`src/sv/stepper_trapezoid_ramp_core_macros.svh`:
```
// ---------------------------------------------------------------------------
// Assertion macros for the ramp core
// ---------------------------------------------------------------------------
`ifndef STEPPER_TRAPEZOID_RAMP_CORE_MACROS_SVH
`define STEPPER_TRAPEZOID_RAMP_CORE_MACROS_SVH

// check an implication on every clock edge outside reset
`define STR_ASSERT_IMPL(label, clk, rst_n, cond, prop, msg) \
    label: assert property (@(posedge clk) disable iff (!rst_n) (cond) |-> (prop)) \
        else $error(msg);

// check an implication in the next cycle
`define STR_ASSERT_NEXT(label, clk, rst_n, cond, prop, msg) \
    label: assert property (@(posedge clk) disable iff (!rst_n) (cond) |=> (prop)) \
        else $error(msg);

`endif

```
`src/sv/str_pkg.sv`:
```
// ---------------------------------------------------------------------------
// Stepper ramp package
// Shared widths, codes and the request type for the ramp core.
// ---------------------------------------------------------------------------
`default_nettype none
package str_pkg;
    localparam int RampDepth  = 4096;
    localparam int RampAw     = $clog2(RampDepth);
    localparam int MinSpeed   = 10;
    localparam int DelayW     = 27;
    localparam int SpeedW     = 28;
    localparam int StepW      = 16;
    localparam int TopW       = 12;
    localparam int QueueDepth = 2;

    localparam logic [1:0] PH_ACCEL  = 2'd0;
    localparam logic [1:0] PH_CRUISE = 2'd1;
    localparam logic [1:0] PH_DECEL  = 2'd2;

    localparam logic [DelayW-1:0] DELAY_MAX = {DelayW{1'b1}};
    localparam logic [DelayW-1:0] DELAY_RST = DelayW'(100000000);
    // 1e9 * 65536
    localparam logic [45:0] NS_Q16 = 46'd65536000000000;
    // 1e9 = 512 * 1953125; floor(2^45 / 1953125)
    localparam logic [20:0] RCP_D = 21'd1953125;
    localparam logic [24:0] RCP_M = 25'd18014398;

    typedef struct packed {
        logic             start;
        logic [TopW-1:0]  top_speed;
        logic [StepW-1:0] move_length;
    } t_req;
endpackage
`default_nettype wire

```
`src/sv/str_front.sv`:
```
// ---------------------------------------------------------------------------
// Ramp front end
// Accept requests, classify start or advance, queue them for the engine.
// ---------------------------------------------------------------------------
`default_nettype none
module str_front import str_pkg::*; (
    input  wire logic                   i_clk,
    input  wire logic                   i_rst_n,
    input  wire logic                   i_valid,
    output logic                        o_ready,
    input  wire logic                   i_mode,
    input  wire logic [TopW-1:0]        i_top_speed,
    input  wire logic [StepW-1:0]       i_move_length,
    output logic                        o_req_valid,
    input  wire logic                   i_req_ready,
    output t_req                        o_req
);
    t_req r_q [QueueDepth];
    logic r_wp, r_rp;
    logic [1:0] r_cnt;
    logic push, pop;
    t_req req_in;

    always_comb begin
        req_in.start       = !i_mode;
        req_in.top_speed   = i_top_speed;
        req_in.move_length = i_move_length;
    end

    assign o_ready     = (r_cnt != 2'(QueueDepth));
    assign push        = i_valid && o_ready;
    assign o_req_valid = (r_cnt != 2'd0);
    assign pop         = o_req_valid && i_req_ready;
    assign o_req       = r_q[r_rp];

    always_ff @(posedge i_clk) begin
        if (push) begin
            r_q[r_wp] <= req_in;
        end
        if (!i_rst_n) begin
            r_wp  <= 1'b0;
            r_rp  <= 1'b0;
            r_cnt <= 2'd0;
        end else begin
            if (push) r_wp <= ~r_wp;
            if (pop)  r_rp <= ~r_rp;
            r_cnt <= r_cnt + 2'(push) - 2'(pop);
        end
    end
endmodule
`default_nettype wire

```
`config.mk`:
```
export PLATFORM = sky130hd
export DESIGN_NAME = str_front
export DESIGN_NICKNAME = d
export VERILOG_FILES = /design/src/sv/stepper_trapezoid_ramp_core_macros.svh /design/src/sv/str_pkg.sv /design/src/sv/str_front.sv
export SDC_FILE = /design/constraint.sdc
export NUM_CORES = 1
export LEC_CHECK = 0
export ABC_CLOCK_PERIOD_IN_PS = 2400
export BUFFER_PORTS_ARGS = -buffer_cell sky130_fd_sc_hd__buf_2
export CAP_MARGIN = 30
export CORE_ASPECT_RATIO = 0.75
export CORE_UTILIZATION = 51
export CTS_CLUSTER_SIZE = 8
export DETAILED_ROUTE_END_ITERATION = 10
export PLACE_DENSITY = 0.8
export SYNTH_ARGS = -nofsm -noshare
export SYNTH_HDL_FRONTEND = slang
export SYNTH_SLANG_ARGS = --single-unit
```
`constraint.sdc`:
```
create_clock -name i_clk -period 2.4 [get_ports i_clk]
set_input_delay 0.12 -clock i_clk [delete_from_list [all_inputs] [get_ports i_clk]]
set_output_delay 0.12 -clock i_clk [all_outputs]
set_load 0.01 [all_outputs]
```
==> flow_summary.ini <==
[detailed_routing]
num_vias = 1345
via_per_inst = 4.79
drc = 0
ant_nets = 0
avgRoutedWirePerCell_um = 14.8
drt_iter0_drc = 35
drt-total-wl_um = 4170
dr.pass1.iters = 4

[floorplanning]
io_pins = 64
rows = 21
die_y_um = 61.1
core-area_mm2 = 0.00447
initial_core_util = 0.531
die_area_mm2 = 0.00493
die_w_um = 80.7

[cts]
cts_buffer_depth = 2
clock-root-buffer = clkbuf_8
htree_levels = 3
worstSkewPairLatency_ns = 0.33
cts_sinks = 63
cts_tree = done
cts_buffers = 9
path_clk_slew_ns = 0.07

[cells_and_area]
fin_util = 0.720
syn2layout_area_growth_pct = 35.6
drive_gt1_frac = 0.513
layout_commonest_cell = buf_2
num_antenna_cells = 0
final_cell_mix = 63 x buf_2, 58 x edfxtp_1, 28 x dlygate4sd3_1
nNetsFinal = 254
instances_no_fill = 281

[worst_setup_path]
endpoint_kind = output pin
worstSetupStartpointType = register
arrival_ns = 1.84
required_ns = 2.28
critPathKind = register to output pin
cp_max_fo = 14

[placement]
finalWeightedCongestion = 0.687
port_buffers = 63
place_ws_ns = 0.686
dp_hpwl_um = 2780
placed_cells = 237

[global_route]
grt_antenna_before_repair = 0
grt_start_max_net_pins = 24
grt_pass1_wl_um = 6260
grt_pass1_vias = 1371
track_usage = 0.191
overflow = 0

[sta]
drv_slew = 0
rsz0062_at_grt = false
hold_slack_ns = 0.0571
worst_slew_pin_slew_ns = 0.615
setup_violations = 0
fin_ws_ns = 0.444
max_freq_ghz = 0.511
post-route-period-util = 0.815
maxSlewHeadroom = 0.590
final-hold-violation-count = 0
final.min_clock_period_ns = 1.96
final.setup_skew_ns = 0.00778
setup_tns_ns = 0

[run_status]
outcome = completed

[synthesis]
synth_area_per_cell_um2 = 20.6
yosysUniqueCellTypes = 18
netlist_area_mm2 = 0.00237
synth_seq_cells = 63
syn_nets = 150
seq_area_frac_synth = 0.777
synthesis.instances = 115
ys.warnings.count = 0

[power_and_ir_drop]
leakagePower_uw = 0.00127
power_density_mw_per_mm2 = 937
peakVddDrop_mv = 0.557

[job]
drv_cap = 0

[hold_path]
holdCritPathClass = input pin to register
==> timing repair <==
| item | in CTS | in global routing |
|---|---|---|
| hold buffers | 28 | 0 |
| hold endpoints to repair | 56 | 0 |
| setup buffers | 0 | 0 |
| resized for setup | 0 | 0 |
==> area by class of cell <==
type | instances | area (µm²)
clock inverter | 7 | 40.0
clock buffer | 9 | 124
inverter | 2 | 7.51
multi-input combinational | 47 | 497
tap | 57 | 71.3
timing repair buffer | 96 | 633
fill | 314 | 1250
sequential | 63 | 1840
==> kinds of logic after synthesis <==
family / count (synthesis) / share of synthesized area
DFF: 63 / 0.777
muxes: 30 / 0.158
and+or+nand+nor: 11 / 0.0259
buffers and inverters: 5 / 0.0148
xor gates and xnor gates: 3 / 0.0111
adders and majority gates: 2 / 0.0106
AOI/OAI and AO/OA: 1 / 0.00317
==> cells in the mapped netlist <==
master,number,area share
and2_1,2,0.0053
mux2i_1,1,0.0042
buf_2,1,0.0021
mux2_4,10,0.063
nor2b_1,2,0.0053
o21a_1,1,0.0032
mux2_2,19,0.090
nand2_1,2,0.0032
nor2_1,1,0.0016
edfxtp_1,58,0.73
buf_6,2,0.0095
inv_1,2,0.0032
dfxtp_1,5,0.042
xnor2_1,3,0.011
or2_2,1,0.0026
and3_1,1,0.0026
nand2b_1,2,0.0053
ha_1,2,0.011
==> report_power, final <==
group          switching, µW  internal, µW
registers               78.3          1380
clock network            388           364
logic                    370           429
total                    836          2180
==> per-layer routing <==
| layer | GRT usage | vias up | part of all wire |
|---|---|---|---|
| met5 | 0 | - | 0 |
| met4 | 0.0893 | 0 | 0.014 |
| met3 | 0.0933 | 6 | 0.063 |
| met2 | 0.350 | 48 | 0.54 |
| met1 | 0.184 | 646 | 0.38 |
| li1 | - | 645 | - |
==> worst paths after layout <==
| check | start | endpoint | slack [ns] | cells after the start |
|---|---|---|---|---|
| setup / recovery | register | o_req[21] | 0.44 | 3 |
| hold / removal | i_mode | r_q[1][28] | 0.06 | 2 |
| setup reg to reg | r_cnt[0] | r_cnt[1] | 0.68 | 8 |
| hold reg to reg | r_wp | r_wp | 0.53 | 2 |
==> critical path: stages, from the launching register on <==
cell	delay [ns]
dfxtp_1	0.71
buf_4	0.34
mux2_4	0.31
buf_2	0.14
==> through the flow <==
step / power, µW / cell area, µm²
global route: 3160 / 3210
detailed placement: 2260 / 2770
finish: 3010 / 3210
floorplan: 1980 / 2370
global placement: 2210 / 2770
CTS: 3050 / 3210
==> registers in the layout, summed over array words and instances, names as in the netlist, named ones only <==
signal  count
r_q        58
r_cnt       2
r_rp        1
r_wp        1
(Power assumes the default switching activity.)
